### config.mk
export PLATFORM = sky130hd
export DESIGN_NAME = selective_repeat_receiver
export DESIGN_NICKNAME = d
export VERILOG_FILES = /design/src/rtl/srr_pkg.sv /design/src/rtl/srr_front.sv /design/src/rtl/srr_queue.sv /design/src/rtl/srr_back.sv /design/src/rtl/selective_repeat_receiver.sv
export SDC_FILE = /design/constraint.sdc
export NUM_CORES = 2
export LEC_CHECK = 0
export BUFFER_PORTS_ARGS = -buffer_cell sky130_fd_sc_hd__buf_2
export CORE_MARGIN = 3
export CORE_UTILIZATION = 45
export CTS_BUF_LIST = sky130_fd_sc_hd__clkbuf_4 sky130_fd_sc_hd__clkbuf_8 sky130_fd_sc_hd__clkbuf_16
export DETAILED_ROUTE_END_ITERATION = 12
export HOLD_SLACK_MARGIN = 0.02
export PLACE_DENSITY = 0.59
export SYNTH_ARGS = -nofsm -noshare
export SYNTH_HDL_FRONTEND = slang
export SYNTH_HIERARCHICAL = 1
export SYNTH_SLANG_ARGS = --single-unit
export TNS_END_PERCENT = 30
### constraint.sdc
create_clock -name clk -period 28.7 [get_ports clk]
set_clock_uncertainty 0.2 [all_clocks]
set_input_delay 2.87 -clock clk [delete_from_list [all_inputs] [get_ports clk]]
set_output_delay 2.87 -clock clk [all_outputs]
set_load 0.02 [all_outputs]
### src/rtl/srr_pkg.sv
package srr_pkg;

  localparam int SEQ_W           = 31;
  localparam int WORD_W          = 32;
  localparam int PAYLOAD_WORDS   = 5;
  localparam int WINDOW_SIZE_DEF = 8;
  localparam int QUEUE_DEPTH     = 2;
  localparam int QUEUE_PTR_W     = $clog2(QUEUE_DEPTH);

  localparam logic [SEQ_W-1:0] ACK_BASE_ZERO_RST = 31'd8;
  localparam logic [SEQ_W-1:0] SEQ_MAX           = '1;

  localparam logic KIND_ACK     = 1'b0;
  localparam logic KIND_DELIVER = 1'b1;

  typedef logic [PAYLOAD_WORDS-1:0][WORD_W-1:0] payload_t;

  typedef struct packed {
    logic [SEQ_W-1:0]         seq_num;
    logic signed [WORD_W-1:0] ack_num;
    logic signed [WORD_W-1:0] check_sum;
    logic [WORD_W-1:0]        payload_w0;
    logic [WORD_W-1:0]        payload_w1;
    logic [WORD_W-1:0]        payload_w2;
    logic [WORD_W-1:0]        payload_w3;
    logic [WORD_W-1:0]        payload_w4;
  } pkt_t;

  typedef struct packed {
    logic                     kind;
    logic signed [WORD_W-1:0] ack_number;
    logic signed [WORD_W-1:0] ack_check;
    logic [WORD_W-1:0]        out_w0;
    logic [WORD_W-1:0]        out_w1;
    logic [WORD_W-1:0]        out_w2;
    logic [WORD_W-1:0]        out_w3;
    logic [WORD_W-1:0]        out_w4;
    logic                     last;
  } res_t;

  // classified request handed from front to back
  typedef struct packed {
    logic [SEQ_W-1:0] seq;
    logic             ok;
    payload_t         payload;
  } qent_t;

endpackage

### src/rtl/srr_front.sv
module srr_front (
  input  logic          clk,
  input  logic          rst,
  input  logic          in_valid,
  output logic          in_stall,
  input  srr_pkg::pkt_t in_pkt,
  output logic          push,
  output srr_pkg::qent_t push_ent,
  input  logic          q_full
);

  logic          f_valid;
  srr_pkg::pkt_t f_pkt;
  logic          accept;
  logic signed [9:0] ws0, ws1, ws2, ws3, ws4;
  logic [srr_pkg::WORD_W-1:0] total;

  // sum of four bytes, each taken as signed
  function automatic logic signed [9:0] word_sum(input logic [31:0] w);
    word_sum = 10'(signed'(w[7:0])) + 10'(signed'(w[15:8]))
             + 10'(signed'(w[23:16])) + 10'(signed'(w[31:24]));
  endfunction

  assign in_stall = f_valid && q_full;
  assign accept   = in_valid && !in_stall;
  assign push     = f_valid && !q_full;

  always_comb begin
    ws0   = word_sum(f_pkt.payload_w0);
    ws1   = word_sum(f_pkt.payload_w1);
    ws2   = word_sum(f_pkt.payload_w2);
    ws3   = word_sum(f_pkt.payload_w3);
    ws4   = word_sum(f_pkt.payload_w4);
    total = 32'({1'b0, f_pkt.seq_num}) + f_pkt.ack_num
          + 32'(ws0) + 32'(ws1) + 32'(ws2) + 32'(ws3) + 32'(ws4);
    push_ent.seq     = f_pkt.seq_num;
    push_ent.ok      = (total == f_pkt.check_sum);
    push_ent.payload = {f_pkt.payload_w4, f_pkt.payload_w3, f_pkt.payload_w2,
                        f_pkt.payload_w1, f_pkt.payload_w0};
  end

  always_ff @(posedge clk) begin
    if (rst) begin
      f_valid <= 1'b0;
    end else if (accept) begin
      f_valid <= 1'b1;
    end else if (push) begin
      f_valid <= 1'b0;
    end
  end

  always_ff @(posedge clk) begin
    if (accept) begin
      f_pkt <= in_pkt;
    end
  end

endmodule

### src/rtl/srr_queue.sv
module srr_queue (
  input  logic           clk,
  input  logic           rst,
  input  logic           push,
  input  srr_pkg::qent_t push_ent,
  output logic           full,
  input  logic           pop,
  output srr_pkg::qent_t head,
  output logic           nonempty
);

  srr_pkg::qent_t ent [srr_pkg::QUEUE_DEPTH];
  logic [srr_pkg::QUEUE_PTR_W-1:0] wr_ptr;
  logic [srr_pkg::QUEUE_PTR_W-1:0] rd_ptr;
  logic [srr_pkg::QUEUE_PTR_W:0]   count;
  logic do_push;
  logic do_pop;

  assign full     = (count == (srr_pkg::QUEUE_PTR_W+1)'(srr_pkg::QUEUE_DEPTH));
  assign nonempty = (count != '0);
  assign do_push  = push && !full;
  assign do_pop   = pop && nonempty;
  assign head     = ent[rd_ptr];

  always_ff @(posedge clk) begin
    if (rst) begin
      wr_ptr <= '0;
      rd_ptr <= '0;
      count  <= '0;
    end else begin
      if (do_push) begin
        wr_ptr <= (wr_ptr == srr_pkg::QUEUE_PTR_W'(srr_pkg::QUEUE_DEPTH-1)) ? '0 : wr_ptr + 1'b1;
      end
      if (do_pop) begin
        rd_ptr <= (rd_ptr == srr_pkg::QUEUE_PTR_W'(srr_pkg::QUEUE_DEPTH-1)) ? '0 : rd_ptr + 1'b1;
      end
      if (do_push && !do_pop) begin
        count <= count + 1'b1;
      end else if (do_pop && !do_push) begin
        count <= count - 1'b1;
      end
    end
  end

  always_ff @(posedge clk) begin
    if (do_push) begin
      ent[wr_ptr] <= push_ent;
    end
  end

endmodule

### src/rtl/srr_back.sv
module srr_back #(
  parameter int WINDOW_SIZE = srr_pkg::WINDOW_SIZE_DEF
) (
  input  logic                      clk,
  input  logic                      rst,
  input  logic                      cfg_we,
  input  logic [srr_pkg::SEQ_W-1:0] cfg_data,
  input  logic                      q_nonempty,
  input  srr_pkg::qent_t            head,
  output logic                      pop,
  output logic                      out_valid,
  input  logic                      out_stall,
  output srr_pkg::res_t             out_res
);

  localparam int IDXW = $clog2(WINDOW_SIZE);
  localparam logic [IDXW:0] W_C = (IDXW+1)'(WINDOW_SIZE);
  localparam int unsigned WRAP_REM_I = 32'h8000_0000 % WINDOW_SIZE;
  localparam logic [IDXW:0] WRAP_REM = (IDXW+1)'(WRAP_REM_I);

  typedef enum logic [1:0] {
    S_TAKE = 2'b01,
    S_SEND = 2'b10
  } state_t;

  state_t state, state_next;
  logic [srr_pkg::SEQ_W-1:0] ack_base_zero;
  logic [srr_pkg::SEQ_W-1:0] base, base_next;
  logic [IDXW-1:0]           bidx, bidx_next;
  logic [WINDOW_SIZE-1:0]    filled, filled_next;
  srr_pkg::payload_t         mem [WINDOW_SIZE];
  srr_pkg::payload_t         rd_q;

  logic                      out_free;
  logic                      load;
  srr_pkg::res_t             res_next;
  logic [srr_pkg::SEQ_W-1:0] offset;
  logic                      in_win;
  logic                      take_pkt;
  logic                      wrapped;
  logic [IDXW:0]             r0, r1, slot;
  logic [IDXW-1:0]           slot_idx;
  logic                      wr_en;
  logic [WINDOW_SIZE-1:0]    filled_w, filled_c;
  logic                      more_t, more_s;
  logic [IDXW-1:0]           nidx;
  logic                      rd_en;
  logic [IDXW-1:0]           rd_addr;
  logic [srr_pkg::WORD_W-1:0] acknum;

  assign out_free = !out_valid || !out_stall;

  always_comb begin
    // slot of the arriving seq, from the base's slot plus the window offset
    offset   = head.seq - base;
    in_win   = offset < srr_pkg::SEQ_W'(WINDOW_SIZE);
    take_pkt = head.ok && in_win;
    wrapped  = head.seq < base;
    r0       = {1'b0, bidx} + (IDXW+1)'(offset[IDXW-1:0]);
    r1       = (r0 >= W_C) ? r0 - W_C : r0;
    if (!wrapped) begin
      slot = r1;
    end else if (r1 >= WRAP_REM) begin
      slot = r1 - WRAP_REM;
    end else begin
      slot = r1 + W_C - WRAP_REM;
    end
    slot_idx = slot[IDXW-1:0];

    if (take_pkt) begin
      acknum = {1'b0, head.seq};
    end else if (base == '0) begin
      acknum = {1'b0, ack_base_zero};
    end else begin
      acknum = {1'b0, base - 1'b1};
    end

    // next base slot, restarting at zero after the last slot or when the sequence wraps
    if (base == srr_pkg::SEQ_MAX || bidx == IDXW'(WINDOW_SIZE-1)) begin
      nidx = '0;
    end else begin
      nidx = bidx + 1'b1;
    end

    wr_en    = 1'b0;
    filled_w = filled | ((state == S_TAKE && take_pkt && !filled[slot_idx])
                         ? WINDOW_SIZE'(1) << slot_idx : '0);
    filled_c = filled & ~(WINDOW_SIZE'(1) << bidx);
    more_t   = filled_w[bidx];
    more_s   = filled_c[nidx];

    state_next  = state;
    base_next   = base;
    bidx_next   = bidx;
    filled_next = filled;
    rd_en       = 1'b0;
    rd_addr     = bidx;
    load        = 1'b0;
    pop         = 1'b0;
    res_next    = '0;

    case (state)
      S_TAKE: begin
        if (q_nonempty && out_free) begin
          pop                 = 1'b1;
          wr_en               = take_pkt && !filled[slot_idx];
          filled_next         = filled_w;
          rd_en               = more_t;
          load                = 1'b1;
          res_next.kind       = srr_pkg::KIND_ACK;
          res_next.ack_number = acknum;
          res_next.ack_check  = acknum - 32'd1;
          res_next.last       = !more_t;
          if (more_t) begin
            state_next = S_SEND;
          end
        end
      end
      S_SEND: begin
        if (out_free) begin
          load            = 1'b1;
          res_next.kind   = srr_pkg::KIND_DELIVER;
          res_next.out_w0 = rd_q[0];
          res_next.out_w1 = rd_q[1];
          res_next.out_w2 = rd_q[2];
          res_next.out_w3 = rd_q[3];
          res_next.out_w4 = rd_q[4];
          res_next.last   = !more_s;
          filled_next     = filled_c;
          base_next       = base + 1'b1;
          bidx_next       = nidx;
          rd_en           = more_s;
          rd_addr         = nidx;
          if (!more_s) begin
            state_next = S_TAKE;
          end
        end
      end
      default: begin
        state_next = S_TAKE;
      end
    endcase
  end

  always_ff @(posedge clk) begin
    if (rst) begin
      state         <= S_TAKE;
      base          <= '0;
      bidx          <= '0;
      filled        <= '0;
      out_valid     <= 1'b0;
      ack_base_zero <= srr_pkg::ACK_BASE_ZERO_RST;
    end else begin
      state  <= state_next;
      base   <= base_next;
      bidx   <= bidx_next;
      filled <= filled_next;
      if (load) begin
        out_valid <= 1'b1;
      end else if (!out_stall) begin
        out_valid <= 1'b0;
      end
      if (cfg_we) begin
        ack_base_zero <= cfg_data;
      end
    end
  end

  always_ff @(posedge clk) begin
    if (load) begin
      out_res <= res_next;
    end
  end

  // slot buffer, write-first on a read of the slot being written
  always_ff @(posedge clk) begin
    if (wr_en) begin
      mem[slot_idx] <= head.payload;
    end
  end

  always_ff @(posedge clk) begin
    if (rd_en) begin
      if (wr_en && slot_idx == rd_addr) begin
        rd_q <= head.payload;
      end else begin
        rd_q <= mem[rd_addr];
      end
    end
  end

endmodule

### src/rtl/selective_repeat_receiver.sv
// Selective-repeat receiver.
// Input channel (in_valid / in_stall / in_pkt): one data packet per request,
// with sequence number, ack field, checksum and five payload words.
// Output channel (out_valid / out_stall / out_res): per packet, one ack
// (kind 0) first, then zero or more in-order payload deliveries (kind 1);
// last marks the final result of the packet.
// cfg_we / cfg_data write the ack number used for rejected packets while the
// window base is zero; write it only while the block is idle.
// An ack passes through the front register, a queue entry and the output
// register. A packet with n deliveries yields 1 + n results, one result
// per cycle through the single output register while out_stall is low.
// The front end checks the checksum and feeds a two-entry queue, so it
// keeps taking packets while the back end drains deliveries.
// Reset (rst, synchronous): window base 0, all slots empty, queue and output
// empty, register back to 8. No clearing pass is needed.
// While out_stall is high the output holds its result, the back end waits,
// and in_stall rises once the queue and the front register are full.
module selective_repeat_receiver #(
  parameter int WINDOW_SIZE = srr_pkg::WINDOW_SIZE_DEF
) (
  input  logic                      clk,
  input  logic                      rst,
  input  logic                      in_valid,
  output logic                      in_stall,
  input  srr_pkg::pkt_t             in_pkt,
  output logic                      out_valid,
  input  logic                      out_stall,
  output srr_pkg::res_t             out_res,
  input  logic                      cfg_we,
  input  logic [srr_pkg::SEQ_W-1:0] cfg_data
);

  logic           push;
  srr_pkg::qent_t push_ent;
  logic           q_full;
  logic           pop;
  srr_pkg::qent_t head;
  logic           q_nonempty;

  srr_front u_front (
    .clk      (clk),
    .rst      (rst),
    .in_valid (in_valid),
    .in_stall (in_stall),
    .in_pkt   (in_pkt),
    .push     (push),
    .push_ent (push_ent),
    .q_full   (q_full)
  );

  srr_queue u_queue (
    .clk      (clk),
    .rst      (rst),
    .push     (push),
    .push_ent (push_ent),
    .full     (q_full),
    .pop      (pop),
    .head     (head),
    .nonempty (q_nonempty)
  );

  srr_back #(
    .WINDOW_SIZE (WINDOW_SIZE)
  ) u_back (
    .clk        (clk),
    .rst        (rst),
    .cfg_we     (cfg_we),
    .cfg_data   (cfg_data),
    .q_nonempty (q_nonempty),
    .head       (head),
    .pop        (pop),
    .out_valid  (out_valid),
    .out_stall  (out_stall),
    .out_res    (out_res)
  );

endmodule
# After elaboration in Yosys (flattened, before gate mapping)
# Memories as Yosys holds them, arrays and structs flattened. A register that Yosys moved wholly into a read port is not among the register bits.
# Cells that the tools add are included.
dict set report word_totals {
  regBits 562
  mem_bits_rw 1664
  mem_count 2
}
# memory words width read_ports rd_ports_with_merged_regs write_ports line_no
set mem_list {}
lappend mem_list {u_back.mem 8 160 1 1 1 srr_back.sv:31} ;# srr_pkg::payload_t mem [WINDOW_SIZE];
lappend mem_list {u_queue.ent 2 192 1 1 1 srr_queue.sv:12} ;# srr_pkg::qent_t ent [srr_pkg::QUEUE_DEPTH];
dict set report op_classes {
  n_bitwise 3
  n_mux 50
  eq_ne 11
  shift 2
  reduce_logical 32
  add_sub_neg 33
  order_cmp 7
}
# op n
set op_table {}
lappend op_table {{32-bit adder} 5}
lappend op_table {{10-bit by 8-bit adder with 10-bit output} 5}
lappend op_table {{9-bit by 8-bit adder with 10-bit output} 5}
lappend op_table {{8-bit by 8-bit adder with 9-bit output} 5}
lappend op_table {{31-bit by 32-bit adder with 32-bit output} 1}
lappend op_table {{32-bit equality test} 1}
lappend op_table {{32-bit 2-to-1 mux} 1}
lappend op_table {{32-bit by 1-bit subtractor with 32-bit output, second input constant} 1}
lappend op_table {{31-bit by 1-bit adder with 31-bit output, second input constant} 1}
lappend op_table {{31-bit equality test, second input constant} 1}
lappend op_table {{31-bit logical NOT} 1}
lappend op_table {{31-bit < comparator} 1}
lappend op_table {{31-bit by 4-bit < comparator with 1-bit output, second input constant} 1}
lappend op_table {{31-bit 2-to-1 mux} 1}
lappend op_table {{31-bit by 1-bit subtractor with 31-bit output, second input constant} 1}
lappend op_table {{31-bit subtractor} 1}
lappend op_table {{1-bit 2-to-1 mux} 24}
lappend op_table {{8-bit 2-to-1 mux} 3}
lappend op_table {{8-bit one-hot mux with 2 select lines} 1}
lappend op_table {{1-bit by 3-bit << shifter with 8-bit output, first input constant} 2}
lappend op_table {{3-bit 2-to-1 mux} 5}
lappend op_table {{1-bit logical AND} 12}
lappend op_table {{3-bit by 4-bit < comparator with 1-bit output, second input constant} 3}
lappend op_table {{2-bit 2-to-1 mux} 6}
lappend op_table {{26 further kinds} 50}

# Longest topological paths before layout
dict set report depth {
  word_depth 18
  depth_mapped 32
  ltp_nobuf 31
}

# Modules after synthesis
# The synthesis kept the hierarchy.
# mod seq_area_each_um2 area_each_um2 cells_per_inst n_inst
set by_module_without_submodules {}
lappend by_module_without_submodules {srr_back 51519.4 73915.9 5846 1}
lappend by_module_without_submodules {srr_front 7677.4 18138.6 1409 1}
lappend by_module_without_submodules {srr_queue 11631.2 14143.6 622 1}

# Least setup slack after synthesis
# No wires, ideal clock.
dict set report synth_timing {
  path_type {input to register}
  start {input port out_stall}
  end {memory u_back/mem[6][0] (netlist bit), enable pin}
  cell_stages 6
  t_arrival_ns 18.947
  setup_slack_ns 8.482
  path_cell_list {nand2_1 > nand3_1 > clkinv_1 > clkbuf_1 > nand2_1 > nor4_1}
}
dict set report synth_via {
  elab_chain_len 7
}
# element line_no
set synth_rtl {}
lappend synth_rtl {{start: declaration} selective_repeat_receiver.sv:27} ;# input logic out_stall,
lappend synth_rtl {{1-bit logical NOT} srr_back.sv:51} ;# assign out_free = !out_valid || !out_stall;
lappend synth_rtl {{1-bit logical OR} srr_back.sv:51}
lappend synth_rtl {{1-bit logical AND} srr_back.sv:104} ;# if (q_nonempty && out_free) begin
lappend synth_rtl {{1-bit 2-to-1 mux} srr_back.sv:104}
lappend synth_rtl {{1-bit 2-to-1 mux} srr_back.sv:102} ;# case (state)
lappend synth_rtl {{1-bit 2-to-1 mux} srr_back.sv:177} ;# if (wr_en) begin
lappend synth_rtl {{1-bit 2-to-1 mux (not written as such)} srr_back.sv:178} ;# mem[slot_idx] <= head.payload;
lappend synth_rtl {{end: declaration} srr_back.sv:31}
# Every way passes these cells.

==> reports/qor.yml <==
grt_max_degree: 171
cts_resized: 0
cts_tree: "built"
io_pins: 519
drtAntennaViolNets: 0
relSlewSlack_pct: 20.28
core_area_um2: 233600
wire_per_inst_um: 25.17
synthMostInstantiatedCell: "edfxtp_1"
r2r-end: "u_queue/ent[1][160]"
dp.cells: 11000
wl_mm: 288.7
post-dp-hpwl_mm: 179.4
antenna_found_initial: 28
synth_enable_flop_cells: 2304
synth_area_um2: 106200
cap_violations: 0
grt_setup_unrepaired: "false"
regToRegSetupSlack_ns: 18.60
viasPerCell: 5.627
grt_usage_pct: 23.45
initial_core_util_pct: 45.45
crit_required_ns: 29.18
root_buffer: "clkbuf_16"
first_pass_iters: 5
cp_max_fo: 20
critPathArrivalTime_ns: 10.57
clockBufferDepth: 4
clk_pin_slew_worst_paths_ns: 0.06
post_route_cells_drive_above_1_share_pct: 18.72
crit_path_end_kind: "register"
timing.hold.ws_ns: 0.2680
crit_type: "register to register"
cp_num_buf_inv: 7
route.detailed.drc: 0
die_w_um: 491.8
status: "complete, no violations"
r2r_cells: 29
synth_cells: 7877
grt_pass1_wl_mm: 424.8
r2r-start: "u_front/push_ent[33]"
syn_area_per_cell_um2: 13.48
yosysWarnings: 6
synth_top_area_share_pct: 65.15
worst_path_max_delay_cell: "inv_1"
synth_commonest_cells: "2304 x edfxtp_1, 1419 x nand2_1, 390 x nand3_1, 344 x and3_1, 324 x clkbuf_1"
port_buffers: 517
drt_iter0_drc: 5830
stdcell_count: 11470
finalHoldViolCount: 0
grt_pass1_vias: 62850
fin_nets: 8773
syn2layout_area_growth_pct: 11.98
ys.flop_type: "edfxtp_1"
fp-row-count: 177
ys_top_cells_by_area: "edfxtp_1 65%, nand2_1 5.0%, fa_1 4.0%, mux2_2 2.1%, and3_1 2.0%"
start_kind: "register"
synth_largest_area_cell: "edfxtp_1"
crit_path_max_incr_delay_ns: 0.87
cts_hold_buffers: 0
hold_end: "u_queue/ent[0][39]"
cts_setup_buffers: 0
num_vias: 64550
maxSlewViolCount: 0
cts_buffers: 275
die_h_um: 491.8
nFillCells: 19790
cp_top_family: "adder cells"
h-tree-depth: 5
finalCritPeriodShare_pct: 35.18
fin_crit_ns: 10.10
clock.fmax_mhz: 99.04
finalSetupViolations: 0
clock-sinks: 2386
ys_async_sr_fraction_pct: 0
fin_setup_tns_ns: 0
die_area_um2: 241900
min_from: "u_front/push_ent[39]"
ys_types: 104
worst_pin_slew_ns: 1.192
hp-class: "register to register"
synth_nets: 8508
synth.yosys.seq_area_share_pct: 66.69
fin_util_pct: 50.90
holdPathStages: 0
clkLatencyLatePin_ns: 0.90
yosys_register_bits: 2386
gp_congestion: 0.8854
gr-total-overflow: 0
-- cells by family after synthesis --
logic type,synth area share (%)
simple gates,12.71
flops,66.69
compound gates,6.415
buf+inv,4.330
fa+ha+maj,5.519
mux,2.712
xor+xnor,1.612
other cells,0.003531
-- layout by cell type (no fill, tap or decap), types with 23 or more instances in the layout --
cell type / n
inv_1: 287
bufinv_16: 23
nand4_1: 42
nand3_1: 389
edfxtp_1: 2304
dfxtp_1: 81
a21o_1: 37
a311oi_1: 163
a21oi_2: 143
buf_4: 77
fa_1: 214
nor2_1: 263
mux2i_1: 56
nor2_4: 83
nand2_1: 1418
a21oi_1: 172
and2_1: 24
nor3_1: 51
clkinv_2: 36
a31oi_1: 179
clkbuf_4: 44
and3_1: 343
o21ai_0: 75
clkinv_1: 50
xnor2_1: 134
nor4_1: 24
mux2_2: 200
clkbuf_16: 283
nor2_2: 61
xor2_1: 57
buf_2: 517
ha_1: 125
nand2b_1: 24
-- registers in the layout, indices dropped and copies added, names as in the netlist, named ones only --
register and cells:
u_back/ack_base_zero 31, u_back/base 31, u_back/bidx 3, u_back/filled 8, u_back/mem 1280, u_back/out_res 225
u_back/out_valid 1, u_back/rd_q 160, u_back/state 2, u_front/f_pkt 64, u_front/f_valid 1, u_front/push_ent 191
u_queue/count 2, u_queue/ent 384, u_queue/rd_ptr 1, u_queue/wr_ptr 1
-- worst max-delay path by stage --
stage,slack (ns),end,start,depth (start not counted)
2_1_floorplan,8.48,u_back/mem[6][0],out_stall,6
3_3_place_gp,18.74,u_queue/ent[0][160],u_front/push_ent[33],29
3_5_place_dp,18.69,u_queue/ent[0][160],u_front/push_ent[33],29
4_1_cts,18.58,u_queue/ent[1][160],u_front/push_ent[33],29
5_1_grt,18.20,u_queue/ent[0][160],u_front/push_ent[33],29
6_report,18.60,u_queue/ent[1][160],u_front/push_ent[33],29
-- layer usage --
layer	routed length, µm	global-route usage, %	vias to the layer above
met2	134500	36.69	2288
met4	9582	7.658	2
met5	13	0	-
met3	17830	3.491	439
met1	126700	33.75	32800
li1	-	-	29020
-- layout make-up --
class                      count  area (µm²)  area share (%)
inverter                     289        1092          0.9185
timing repair buffer         607        3426           2.881
tap                         3132        3919           3.295
clock inverter               129        1242           1.045
clock buffer                 328        7426           6.245
multi-input combinational   4583       30940           26.02
sequential                  2386       70830           59.56
antenna                       16       40.04         0.03367
-- metrics by stage --
| step | area, µm² | setup slack [ns] |
|---|---|---|
| 2_1_floorplan | 106200 | 8.482 |
| 3_3_place_gp | 110200 | 18.74 |
| 3_5_place_dp | 110200 | 18.69 |
| 4_1_cts | 118900 | 18.58 |
| 5_1_grt | 118900 | 18.20 |
| 6_report | 118900 | 18.60 |
Power is not shown: default switching activity piles up to over one toggle a cycle in this logic, so the estimate is an artifact.
